<file path="src/hw/rtl/rssi_avs_pkg.sv">
// Shared widths and register codes for the signal-strength averaging and scaling block.
`default_nettype none

package rssi_avs_pkg;

  localparam int VALUE_W     = 10;
  localparam int SOURCE_W    = 3;
  localparam int CFG_INDEX_W = 2;

  typedef enum logic [CFG_INDEX_W-1:0] {
    REG_ACTIVE_SOURCE = 2'd0,
    REG_RANGE_LOW     = 2'd1,
    REG_RANGE_HIGH    = 2'd2
  } reg_index_t;

  localparam logic [SOURCE_W-1:0] ACTIVE_SOURCE_RESET = 3'd0;
  localparam logic [VALUE_W-1:0]  RANGE_LOW_RESET     = 10'd0;
  localparam logic [VALUE_W-1:0]  RANGE_HIGH_RESET    = 10'd1023;

endpackage

`default_nettype wire

</file>
<file path="src/hw/rtl/rssi_avs_in_if.sv">
// Sample channel: valid/ready handshake carrying one signal-strength sample.
`default_nettype none

interface rssi_avs_in_if;
  logic                                 valid;
  logic                                 ready;
  logic [rssi_avs_pkg::VALUE_W-1:0]     sample_value;
  logic [rssi_avs_pkg::SOURCE_W-1:0]    sample_source;
  logic                                 prefiltered;

  modport source (
    output valid, sample_value, sample_source, prefiltered,
    input  ready
  );

  modport sink (
    input  valid, sample_value, sample_source, prefiltered,
    output ready
  );
endinterface

`default_nettype wire

</file>
<file path="src/hw/rtl/rssi_avs_out_if.sv">
// Result channel: valid/ready handshake carrying one scaled signal strength.
`default_nettype none

interface rssi_avs_out_if;
  logic                             valid;
  logic                             ready;
  logic [rssi_avs_pkg::VALUE_W-1:0] strength;

  modport source (
    output valid, strength,
    input  ready
  );

  modport sink (
    input  valid, strength,
    output ready
  );
endinterface

`default_nettype wire

</file>
<file path="src/hw/rtl/rssi_average_and_scale.sv">
// Top level of the signal-strength averaging and range scaling block.
`default_nettype none

// Samples whose source code differs from active_source are dropped. A
// matching raw sample updates a WINDOW-entry ring and running sum, and its
// floor mean is mapped from range_low..range_high onto 0..FULL_SCALE; a
// prefiltered sample skips the ring. One item is worked on at a time. Both
// the mean and the scaling go through one shared bit-serial divider that
// produces one quotient bit per cycle, Q_W = max(10, bits of FULL_SCALE)
// bits in all, and the input is not ready again until the result has been
// loaded into the output register. Results out of range skip the second
// division and finish sooner. The ring memory needs no clearing pass: slots
// not yet written since reset are taken as zero.
module rssi_average_and_scale #(
  parameter int WINDOW     = 16,
  parameter int FULL_SCALE = 1023
) (
  input  wire logic                                     clk,
  input  wire logic                                     rst,
  input  wire logic                                     cfg_we,
  input  wire logic [rssi_avs_pkg::CFG_INDEX_W-1:0]     cfg_index,
  input  wire logic [rssi_avs_pkg::VALUE_W-1:0]         cfg_data,
  rssi_avs_in_if.sink                                   samples,
  rssi_avs_out_if.source                                result
);

  localparam int VALUE_W  = rssi_avs_pkg::VALUE_W;
  localparam int SOURCE_W = rssi_avs_pkg::SOURCE_W;
  localparam int PTR_W    = $clog2(WINDOW);
  localparam int SUM_W    = $clog2(WINDOW) + VALUE_W;
  localparam int FS_W     = $clog2(FULL_SCALE + 1);
  localparam int Q_W      = (FS_W > VALUE_W) ? FS_W : VALUE_W;
  localparam int DEN_W    = ($clog2(WINDOW + 1) > VALUE_W) ? $clog2(WINDOW + 1) : VALUE_W;
  localparam int PROD_W   = Q_W + DEN_W;
  localparam logic [PTR_W-1:0] LAST_SLOT = PTR_W'(WINDOW - 1);
  localparam logic [SUM_W-1:0] SUM_MAX   = SUM_W'(WINDOW * (2 ** VALUE_W - 1));

  typedef enum logic [6:0] {
    S_IDLE  = 7'b0000001,
    S_READ  = 7'b0000010,
    S_MEAN  = 7'b0000100,
    S_SWAP  = 7'b0001000,
    S_PREP  = 7'b0010000,
    S_SCALE = 7'b0100000,
    S_OUT   = 7'b1000000
  } state_t;

  state_t state;

  logic [SOURCE_W-1:0] active_source;
  logic [VALUE_W-1:0]  range_low;
  logic [VALUE_W-1:0]  range_high;

  logic [PTR_W-1:0]    ptr;
  logic                wrapped;
  logic [SUM_W-1:0]    sum;
  logic [VALUE_W-1:0]  sample_r;
  logic [VALUE_W-1:0]  value;
  logic [VALUE_W-1:0]  lo_s;
  logic [VALUE_W-1:0]  hi_s;
  logic [VALUE_W-1:0]  v_m;
  logic [VALUE_W-1:0]  strength_r;
  logic                out_valid;
  logic [VALUE_W-1:0]  out_strength;

  logic                accept;
  logic                matched;
  logic [VALUE_W-1:0]  ram_rdata;
  logic [VALUE_W-1:0]  old_value;
  logic [SUM_W-1:0]    sum_next;
  logic [PROD_W-1:0]   sum_ext;
  logic                swap;
  logic [VALUE_W-1:0]  lo_sw;
  logic [VALUE_W-1:0]  hi_sw;
  logic [VALUE_W-1:0]  delta;
  logic [VALUE_W-1:0]  v_mir;
  logic [VALUE_W-1:0]  span;
  logic [VALUE_W-1:0]  offset;
  logic [PROD_W-1:0]   product;
  logic                zero_case;
  logic                need_div;

  logic                div_start;
  logic [DEN_W-1:0]    div_rem_init;
  logic [Q_W-1:0]      div_low;
  logic [DEN_W-1:0]    div_divisor;
  logic                div_done;
  logic [Q_W-1:0]      div_quot;

  assign samples.ready   = (state == S_IDLE);
  assign accept          = samples.valid && samples.ready;
  assign matched         = samples.sample_source == active_source;
  assign result.valid    = out_valid;
  assign result.strength = out_strength;

  // Ring slots are written in order from slot zero, so a slot holds data only
  // once the pointer has wrapped at least once.
  assign old_value = wrapped ? ram_rdata : '0;
  assign sum_next  = sum + SUM_W'(sample_r) - SUM_W'(old_value);
  assign sum_ext   = PROD_W'(sum_next);

  // Reversed bounds are swapped and the value mirrored inside them.
  assign swap  = range_low > range_high;
  assign lo_sw = swap ? range_high : range_low;
  assign hi_sw = swap ? range_low : range_high;
  assign delta = (value >= lo_sw) ? value - lo_sw : '0;
  assign v_mir = swap ? ((hi_sw >= delta) ? hi_sw - delta : '0) : value;

  assign span      = hi_s - lo_s;
  assign offset    = v_m - lo_s;
  assign product   = PROD_W'(FULL_SCALE) * PROD_W'(offset);
  assign zero_case = (lo_s == hi_s) || (v_m <= lo_s);
  // At or above the upper bound the quotient is at least FULL_SCALE.
  assign need_div  = !zero_case && (v_m < hi_s);

  // Both dividends are below divisor << Q_W, so their high part seeds the
  // remainder and only Q_W steps are needed.
  assign div_start    = (state == S_READ) || ((state == S_PREP) && need_div);
  assign div_rem_init = (state == S_READ) ? sum_ext[PROD_W-1:Q_W] : product[PROD_W-1:Q_W];
  assign div_low      = (state == S_READ) ? sum_ext[Q_W-1:0] : product[Q_W-1:0];
  assign div_divisor  = (state == S_READ) ? DEN_W'(WINDOW) : DEN_W'(span);

  rssi_avs_ram #(
    .WIDTH (VALUE_W),
    .DEPTH (WINDOW)
  ) u_ring (
    .clk   (clk),
    .we    (state == S_READ),
    .waddr (ptr),
    .wdata (sample_r),
    .re    (state == S_IDLE),
    .raddr (ptr),
    .rdata (ram_rdata)
  );

  rssi_avs_div #(
    .Q_W   (Q_W),
    .DEN_W (DEN_W)
  ) u_div (
    .clk      (clk),
    .rst      (rst),
    .start    (div_start),
    .rem_init (div_rem_init),
    .low_bits (div_low),
    .divisor  (div_divisor),
    .done     (div_done),
    .quotient (div_quot)
  );

  always_ff @(posedge clk) begin
    if (rst) begin
      active_source <= rssi_avs_pkg::ACTIVE_SOURCE_RESET;
      range_low     <= rssi_avs_pkg::RANGE_LOW_RESET;
      range_high    <= rssi_avs_pkg::RANGE_HIGH_RESET;
    end else if (cfg_we) begin
      case (rssi_avs_pkg::reg_index_t'(cfg_index))
        rssi_avs_pkg::REG_ACTIVE_SOURCE: active_source <= cfg_data[SOURCE_W-1:0];
        rssi_avs_pkg::REG_RANGE_LOW:     range_low     <= cfg_data;
        rssi_avs_pkg::REG_RANGE_HIGH:    range_high    <= cfg_data;
        default: ;
      endcase
    end
  end

  always_ff @(posedge clk) begin
    if (rst) begin
      state     <= S_IDLE;
      ptr       <= '0;
      wrapped   <= 1'b0;
      sum       <= '0;
      out_valid <= 1'b0;
    end else begin
      // A taken result drops out_valid; the output step reloads or holds it.
      if (result.ready && (state != S_OUT)) begin
        out_valid <= 1'b0;
      end
      case (state)
        S_IDLE: begin
          if (accept && matched) begin
            sample_r <= samples.sample_value;
            if (samples.prefiltered) begin
              value <= samples.sample_value;
              state <= S_SWAP;
            end else begin
              state <= S_READ;
            end
          end
        end
        S_READ: begin
          sum <= sum_next;
          if (ptr == LAST_SLOT) begin
            ptr     <= '0;
            wrapped <= 1'b1;
          end else begin
            ptr <= ptr + 1'b1;
          end
          state <= S_MEAN;
        end
        S_MEAN: begin
          if (div_done) begin
            value <= div_quot[VALUE_W-1:0];
            state <= S_SWAP;
          end
        end
        S_SWAP: begin
          lo_s  <= lo_sw;
          hi_s  <= hi_sw;
          v_m   <= v_mir;
          state <= S_PREP;
        end
        S_PREP: begin
          if (zero_case) begin
            strength_r <= '0;
            state      <= S_OUT;
          end else if (!need_div) begin
            strength_r <= VALUE_W'(FULL_SCALE);
            state      <= S_OUT;
          end else begin
            state <= S_SCALE;
          end
        end
        S_SCALE: begin
          if (div_done) begin
            strength_r <= div_quot[VALUE_W-1:0];
            state      <= S_OUT;
          end
        end
        S_OUT: begin
          if (!out_valid || result.ready) begin
            out_valid    <= 1'b1;
            out_strength <= strength_r;
            state        <= S_IDLE;
          end
        end
        default: begin
          state <= S_IDLE;
        end
      endcase
    end
  end

`ifndef SYNTHESIS
  a_drop_no_work: assert property (@(posedge clk) disable iff (rst)
    (accept && !matched) |=> (state == S_IDLE))
    else $error("dropped sample started work");

  a_bypass_skips_ring: assert property (@(posedge clk) disable iff (rst)
    (accept && matched && samples.prefiltered) |=> (state == S_SWAP) && $stable(sum))
    else $error("prefiltered sample touched the ring");

  a_sum_bound: assert property (@(posedge clk) disable iff (rst)
    sum <= SUM_MAX)
    else $error("running sum out of range");

  a_result_from_out: assert property (@(posedge clk) disable iff (rst)
    $rose(out_valid) |-> $past(state == S_OUT))
    else $error("result raised outside the output step");
`endif

endmodule

`default_nettype wire

</file>
<file path="src/hw/rtl/rssi_avs_ram.sv">
// Generic single-write, single-read RAM with registered read data.
`default_nettype none

module rssi_avs_ram #(
  parameter int WIDTH = 10,
  parameter int DEPTH = 16
) (
  input  wire logic                     clk,
  input  wire logic                     we,
  input  wire logic [$clog2(DEPTH)-1:0] waddr,
  input  wire logic [WIDTH-1:0]         wdata,
  input  wire logic                     re,
  input  wire logic [$clog2(DEPTH)-1:0] raddr,
  output logic      [WIDTH-1:0]         rdata
);

  logic [WIDTH-1:0] mem [DEPTH];

  always_ff @(posedge clk) begin
    if (we) begin
      mem[waddr] <= wdata;
    end
    if (re) begin
      rdata <= mem[raddr];
    end
  end

endmodule

`default_nettype wire

</file>
<file path="src/hw/rtl/rssi_avs_div.sv">
// Bit-serial restoring divider, one quotient bit per cycle.
`default_nettype none

module rssi_avs_div #(
  parameter int Q_W   = 10,
  parameter int DEN_W = 10
) (
  input  wire logic             clk,
  input  wire logic             rst,
  input  wire logic             start,
  input  wire logic [DEN_W-1:0] rem_init,
  input  wire logic [Q_W-1:0]   low_bits,
  input  wire logic [DEN_W-1:0] divisor,
  output logic                  done,
  output logic      [Q_W-1:0]   quotient
);

  localparam int CNT_W = $clog2(Q_W);
  localparam logic [CNT_W-1:0] LAST_STEP = CNT_W'(Q_W - 1);

  logic             busy;
  logic [CNT_W-1:0] step;
  logic [DEN_W-1:0] rem;
  logic [DEN_W-1:0] den;
  logic [Q_W-1:0]   shreg;
  logic [DEN_W:0]   trial;
  logic             fits;

  // The caller guarantees that rem_init is below the divisor, so the quotient
  // fits in Q_W bits and only the low dividend bits need to be shifted in.
  assign trial    = {rem, shreg[Q_W-1]};
  assign fits     = trial >= {1'b0, den};
  assign quotient = shreg;

  always_ff @(posedge clk) begin
    if (rst) begin
      busy <= 1'b0;
      done <= 1'b0;
      step <= '0;
    end else begin
      done <= !start && busy && (step == LAST_STEP);
      if (start) begin
        busy  <= 1'b1;
        step  <= '0;
        rem   <= rem_init;
        den   <= divisor;
        shreg <= low_bits;
      end else if (busy) begin
        rem   <= fits ? DEN_W'(trial - {1'b0, den}) : trial[DEN_W-1:0];
        shreg <= {shreg[Q_W-2:0], fits};
        step  <= step + 1'b1;
        if (step == LAST_STEP) begin
          busy <= 1'b0;
        end
      end
    end
  end

endmodule

`default_nettype wire

</file>
<file path="src/flat_wrapper.sv">
// flat-port wrapper written by rule: the top's interface ports become plain ports
module rssi_average_and_scale_flat 
#(
  parameter int WINDOW     = 16,
  parameter int FULL_SCALE = 1023
)
  (clk, rst, cfg_we, cfg_index, cfg_data, samples_valid, samples_sample_value, samples_sample_source, samples_prefiltered, samples_ready, result_valid, result_strength, result_ready);
  rssi_avs_in_if samples_i ();
  rssi_avs_out_if result_i ();
  input  wire logic clk;
  input  wire logic rst;
  input  wire logic cfg_we;
  input  wire logic [rssi_avs_pkg::CFG_INDEX_W-1:0] cfg_index;
  input  wire logic [rssi_avs_pkg::VALUE_W-1:0] cfg_data;
  input wire logic [$bits(samples_i.valid)-1:0] samples_valid;
  input wire logic [$bits(samples_i.sample_value)-1:0] samples_sample_value;
  input wire logic [$bits(samples_i.sample_source)-1:0] samples_sample_source;
  input wire logic [$bits(samples_i.prefiltered)-1:0] samples_prefiltered;
  output wire logic [$bits(samples_i.ready)-1:0] samples_ready;
  output wire logic [$bits(result_i.valid)-1:0] result_valid;
  output wire logic [$bits(result_i.strength)-1:0] result_strength;
  input wire logic [$bits(result_i.ready)-1:0] result_ready;
  assign samples_i.valid = samples_valid;
  assign samples_i.sample_value = samples_sample_value;
  assign samples_i.sample_source = samples_sample_source;
  assign samples_i.prefiltered = samples_prefiltered;
  assign samples_ready = samples_i.ready;
  assign result_valid = result_i.valid;
  assign result_strength = result_i.strength;
  assign result_i.ready = result_ready;
  rssi_average_and_scale #(.WINDOW(WINDOW), .FULL_SCALE(FULL_SCALE)) u_core (.clk(clk), .rst(rst), .cfg_we(cfg_we), .cfg_index(cfg_index), .cfg_data(cfg_data), .samples(samples_i), .result(result_i));
endmodule
</file>
<file path="config.mk">
export PLATFORM = sky130hd
export DESIGN_NAME = rssi_average_and_scale_flat
export DESIGN_NICKNAME = d
export VERILOG_FILES = /design/src/hw/rtl/rssi_avs_pkg.sv /design/src/hw/rtl/rssi_avs_in_if.sv /design/src/hw/rtl/rssi_avs_out_if.sv /design/src/hw/rtl/rssi_average_and_scale.sv /design/src/hw/rtl/rssi_avs_ram.sv /design/src/hw/rtl/rssi_avs_div.sv /design/src/flat_wrapper.sv
export SDC_FILE = /design/constraint.sdc
export NUM_CORES = 1
export LEC_CHECK = 0
export ABC_AREA = 1
export CAP_MARGIN = 20
export CORE_MARGIN = 10
export CORE_UTILIZATION = 55
export CTS_CLUSTER_DIAMETER = 50
export DETAILED_ROUTE_END_ITERATION = 10
export DONT_BUFFER_PORTS = 1
export PLACE_DENSITY = 0.7
export SLEW_MARGIN = 40
export SYNTH_ARGS = -nofsm -noshare
export SYNTH_HDL_FRONTEND = slang
export SYNTH_SLANG_ARGS = --single-unit
export TNS_END_PERCENT = 10
</file>
<file path="constraint.sdc">
create_clock -name clk -period 10.6 [get_ports clk]
set_input_delay 1.06 -clock clk [delete_from_list [all_inputs] [get_ports clk]]
set_output_delay 1.06 -clock clk [all_outputs]
set_load 0.01 [all_outputs]
</file>
=== Word level (Yosys, flattened, before mapping) ===
Memories as Yosys holds them, arrays and structs flattened. A register that Yosys moved wholly into a read port is not among the register bits.
Cells that the tools add are included.

* Reductions and logical operators: 30
* Multiplexer cells: 37
* $lt $le $gt $ge: 6
* Equal/unequal tests: 20
* Bitwise logic cells: 1
* Multiply operators: 1
* $add $sub $neg: 9

{| class="wikitable"
|+ Operator list
! operator !! number
|-
| $mux 10 || 18
|-
| $sub 10x10->10 || 5
|-
| $pmux 7 s7 || 1
|-
| $mux 7 || 6
|-
| $pmux 10 s2 || 2
|-
| $ge 10x10->1 || 2
|-
| $mul 10x10->20 const A || 1
|-
| $add 14x10->14 || 1
|-
| $reduce_and 2->1 || 7
|-
| $sub 14x10->14 || 1
|-
| $ge 11x10->1 || 1
|-
| $eq 10x10->1 || 1
|-
| $gt 10x10->1 || 1
|-
| $le 10x10->1 || 1
|-
| $lt 10x10->1 || 1
|-
| $add 4x1->4 const B || 2
|-
| $eq 4x4->1 const B || 2
|-
| $mux 1 || 8
|-
| $mux 4 || 2
|-
| $ne 2x2->1 const B || 4
|-
| $reduce_and 4->1 || 2
|-
| $eq 7x1->1 const B || 1
|-
| $eq 7x2->1 const B || 1
|-
| $eq 7x3->1 const B || 1
|-
| 19 further kinds || 32
|}

* Memories kept: 1
* Memory bits (writable): 160
* Output and inout port bits: 12
* Logic and storage cells: 126
* Register bits after elaboration: 156
* Bits of input ports: 31

{| class="wikitable"
|+ Memories
! name !! words !! width !! read ports !! clocked after Yosys merged registers in !! write ports !! line !! text
|-
| u_core.u_ring.mem || 16 || 10 || 1 || 1 || 1 || rssi_avs_ram.sv:17 || <nowiki>logic [WIDTH-1:0] mem [DEPTH];</nowiki>
|}

=== Logic depth before layout (Yosys ltp) ===
* Depth in word-level cells: 9
* Depth in mapped cells: 31
* Depth with buffers taken out: 31

=== Cells and area by module ===
Synthesis repeated with hierarchy kept, for this count alone.

* Cell total of the unflattened synthesis: 2391
* Area, all modules: 20330.7 µm²

{| class="wikitable"
|+ By module, submodules not included
! module !! area each (µm²) !! instances !! cells an instance !! seq. area each (µm²)
|-
| rssi_average_and_scale || 10875.4 || 1 || 1438 || 3103.0
|-
| rssi_avs_ram || 7272.0 || 1 || 682 || 5104.9
|-
| rssi_avs_div || 2183.3 || 1 || 271 || 1021.0
|}

=== Worst setup path after synthesis ===
Ideal clock, no wire load.

* Path kind: flip-flop to flip-flop
* Start point: register u_core.v_m[0]
* End point: register u_core.u_div.rem[9], data pin
* Path buffers: 0
* Required time: 10.346 ns
* Setup slack: 4.731 ns
* Period minus slack after synthesis: 5.869 ns
* Arrival: 5.615 ns
* Cell stages (with the launch flop): 27
* Library setup time: 0.254 ns
* Cells stage by stage: edfxtp_1 inv_1 ha_1 inv_1 fa_1 a21oi_1 o21ai_0 xor2_1 fa_1 inv_1 fa_1 fa_1 inv_1 fa_1 inv_1 fa_1 inv_1 ha_1 nand2_1 nor2_1 nand3_1 nand3_1 nand2_1 nand2_1 nand2_1 nand3_1 nand2_1

* Cells in the longest elaborated chain, start to end: 7
* Elaborated cells on any way between the ends: 11
* Classes of those cells: add/sub (1); mul (1); order compare (2); mux (2); reduce/logical (5)

{| class="wikitable"
|+ Ends and longest elaborated chain
! what !! line !! text
|-
| start, declared || rssi_average_and_scale.sv:61 || <nowiki>logic [VALUE_W-1:0] v_m;</nowiki>
|-
| start signal, assigned || rssi_average_and_scale.sv:208 || <nowiki>v_m <= v_mir;</nowiki>
|-
| parallel branches: the longest is 6 deep, another holds $mul 10x10->20 || n/a ||
|-
| $mux 10 * || rssi_avs_div.sv:42 || <nowiki>if (start) begin</nowiki>
|-
| end signal, assigned || rssi_avs_div.sv:45 || <nowiki>rem <= rem_init;</nowiki>
|-
| end signal, assigned || rssi_avs_div.sv:49 || <nowiki>rem <= fits ? DEN_W'(trial - {1'b0, den}) : trial[DEN_W-1:0];</nowiki>
|-
| end, declared || rssi_avs_div.sv:23 || <nowiki>logic [DEN_W-1:0] rem;</nowiki>
|}

Mark *: on every way between the ends.
A chain may end at the register's enable or synchronous reset.

=== Worst setup path in the final report ===
Ends and elaborated chain as after synthesis.

==> impl_metrics.tcl <==
set metrics [dict create \
    relSlewSlack_pct 45.8 \
    htree_num_levels 2 \
    die_area_um2 43400 \
    first_pass_iters 5 \
    synth.distinct_cells 46 \
    combPwrFrac_pct 46.8 \
    post_cts_buffers 0 \
    antenna_cells 0 \
    clk_latency_ns 0.55 \
    clkPwrFrac_pct 25.4 \
    synth_common_cells "nand2_1, inv_1, edfxtp_1" \
    root_buffer "clkbuf_16" \
    drive_gt1_share_pct 5.68 \
    start_kind "flip-flop" \
    switching_share_pct 40.9 \
    nNetsFinal 2396 \
    core_area_um2 34800 \
    hpwl_um 34300 \
    area_delta_synth_final_pct 9.19 \
    synth_most_common_cell "nand2_1" \
    cts.hold.buffers_added 0 \
    synth_top_cell_area_share_pct 41.6 \
    wl_um 47200 \
    clock_skew_ns 0.0336 \
    setup-tns-final_ns 0 \
    slew_violations 0 \
    worstHoldStart "u_core.strength_r[6]" \
    crit_start "u_core.v_m[0]" \
    track_usage_pct 21.3 \
    p_switching_uw 2180 \
    cts_sinks 326 \
    rows 68 \
    status "completed" \
    ant_nets 0 \
    grt_pass1_vias 14300 \
    path_class "reg2reg" \
    syn_avg_cell_area_um2 8.96 \
    yosys-top-cells-area "edfxtp_1, ha_1, nand2_1, inv_1, dfxtp_1" \
    postSynthCellCount 2176 \
    clockBufferDepth 3 \
    p_int_uw 3140 \
    cts_tree "done" \
    max_freq_ghz 0.157 \
    initial_core_util_pct 56.0 \
    netlist_area_um2 19500 \
    vias_per_cell 5.62 \
    cts_resized 0 \
    hold_path_class "reg2reg" \
    ys.warnings.count 0 \
    seqPwrFrac_pct 27.8 \
    grt_max_degree 83 \
    period_needed_ns 6.36 \
    leakagePower_uw 0.00921 \
    period_share_pct 60.0 \
    die_h_um 208 \
    powerDensity_nw_per_um2 250 \
    numPortBuffers 0 \
    syn_nets 2401 \
    setup_ws_ns 4.24 \
    drc 0 \
    setup_viol 0 \
    pin_count 43 \
    clk_pin_slew_ns 0.06 \
    synth_top_area_cell "edfxtp_1" \
    synth-async-reset-ratio_pct 0 \
    final_hold_viol_count 0 \
    crit_path_end_kind "flip-flop" \
    place_congestion 0.975 \
    via_count 14900 \
    drt_iter0_markers 1204 \
    antenna_found_initial 0 \
    grt.overflow.total 0 \
    grt_first_pass_wirelength_um 75500 \
    synthFlopType "edfxtp_1" \
    maxCapViolCount 0 \
    rr_startpoint "u_core.v_m[0]" \
    synth_edf_count 270 \
    arrival_ns 6.64 \
    synth-seq-area-share_pct 47.3 \
    cts_made_buffers 39 \
    cp.required_ns 10.88 \
    synth-seq-cells 326 \
    path_max_fanout 6 \
    pre_cts_ws_ns 4.21 \
    worst_pin_slew_ns 0.809 \
    postLayoutCoreUtil_pct 61.2 \
    irDropWorstVdd_mv 0.267 \
    grt_setup_unrepaired "false" \
    die_width_um 208 \
    wl_per_cell_um 17.8 \
]
-- worst paths after layout --
kind	slack, ns	endpoint	cells past startpoint
max	4.24	u_core.u_div.rem[9]	26
min reg2reg	0.42	u_core.result.strength[6]	0
min	0.42	u_core.result.strength[6]	0
max reg2reg	4.24	u_core.u_div.rem[9]	26
-- worst max-delay path, stage by stage, from the launching register on --
cell and delay [ns]:
edfxtp_1 0.36, inv_1 0.08, ha_1 0.17, inv_1 0.08
fa_1 0.50, a21oi_1 0.23, o21ai_0 0.13, xor2_1 0.22
fa_1 0.75, inv_1 0.12, fa_1 0.52, fa_1 0.52
inv_1 0.05, fa_1 0.51, inv_1 0.06, fa_1 0.50
inv_1 0.04, ha_1 0.37, nand2_1 0.12, nor2_1 0.18
nand3_1 0.12, nand3_1 0.12, nand2_1 0.08, nand2_1 0.07
nand2_1 0.05, nand3_1 0.08, nand2_1 0.06
-- registers in the layout, summed over array words and instances, names as in the netlist, 3 cells and up --
signal / count
u_core.v_m: 10
u_core.u_div.step: 4
u_core.strength_r: 10
u_core.value: 10
u_core.hi_s: 10
u_core.range_high: 10
u_core.active_source: 3
u_core.sum: 14
u_core.range_low: 10
u_core.u_div.rem: 10
u_core.ptr: 4
u_core.lo_s: 10
u_core.u_div.quotient: 10
u_core.sample_r: 10
u_core.u_ring.mem: 160
u_core.u_ring.rdata: 10
u_core.u_div.den: 10
u_core.result.strength: 10
u_core.state: 7
-- placed cells by master (no fill, tap or decap), types with 3 or more instances in the layout --
cell        count
o21a_1          4
edfxtp_1      270
o21bai_1        7
clkbuf_16      39
xnor2_1        15
a21o_1          7
inv_2           8
buf_4          14
bufinv_16       4
nand4_1        44
clkinv_1        7
nand2_1       465
nand3_1       113
o22ai_1        41
clkinvlp_4      4
nor3b_1         3
nor3_1         11
nor2_2         20
nand3b_1       12
clkinv_2        3
dfxtp_1        55
o21ai_1        14
ha_1          147
nor2_1        191
a21oi_1        90
o21ai_0       169
fa_1           47
inv_1         311
xor2_1         22
clkbuf_1        8
o211ai_1       13
or2_2          11
-- stage by stage --
| stage | area (um2) | hold WS [ns] | instances | total power (uW) |
|---|---|---|---|---|
| floorplan | 19500 | 0.400 | 2176 | 3340 |
| global placement | 19900 | 0.403 | 2585 | 3920 |
| detailed placement | 20000 | 0.405 | 2585 | 3950 |
| CTS | 21300 | 0.419 | 2657 | 5320 |
| global route | 21300 | 0.421 | 2657 | 5720 |
| finish | 21300 | 0.420 | 2657 | 5320 |
-- logic make-up after synthesis --
| logic type | Yosys count | synth area share [%] |
|---|---|---|
| compound gates | 354 | 9.88 |
| xor+xnor | 37 | 1.66 |
| fa+ha+maj | 194 | 14.3 |
| buf+inv | 380 | 7.57 |
| flops | 326 | 47.3 |
| simple gates | 885 | 19.3 |
-- cell type report --
class | instances | area, um2
multi-input combinational | 1470 | 8860
sequential | 326 | 9230
tap | 455 | 569
clock buffer | 48 | 1020
clock inverter | 24 | 300
inverter | 320 | 1200
timing repair buffer | 14 | 105
fill | 2915 | 13500
-- layer usage --
layer | up-vias | GRT usage [%] | wire length [um]
li1 | 7285 | - | -
met1 | 7024 | 29.6 | 20600
met2 | 554 | 33.8 | 21300
met3 | 64 | 4.00 | 4350
met4 | 0 | 4.91 | 928
met5 | - | 0 | 0
-- power groups by stage --
stage / Clock, uW / Combinational, uW / Sequential (uW)
2_1_floorplan: 0 / 1850 / 1490
3_3_place_gp: 0 / 2420 / 1510
3_5_place_dp: 0 / 2450 / 1510
4_1_cts: 1360 / 2470 / 1480
5_1_grt: 1420 / 2820 / 1480
6_report: 1350 / 2490 / 1480
Power figures use the tool's default switching activity.
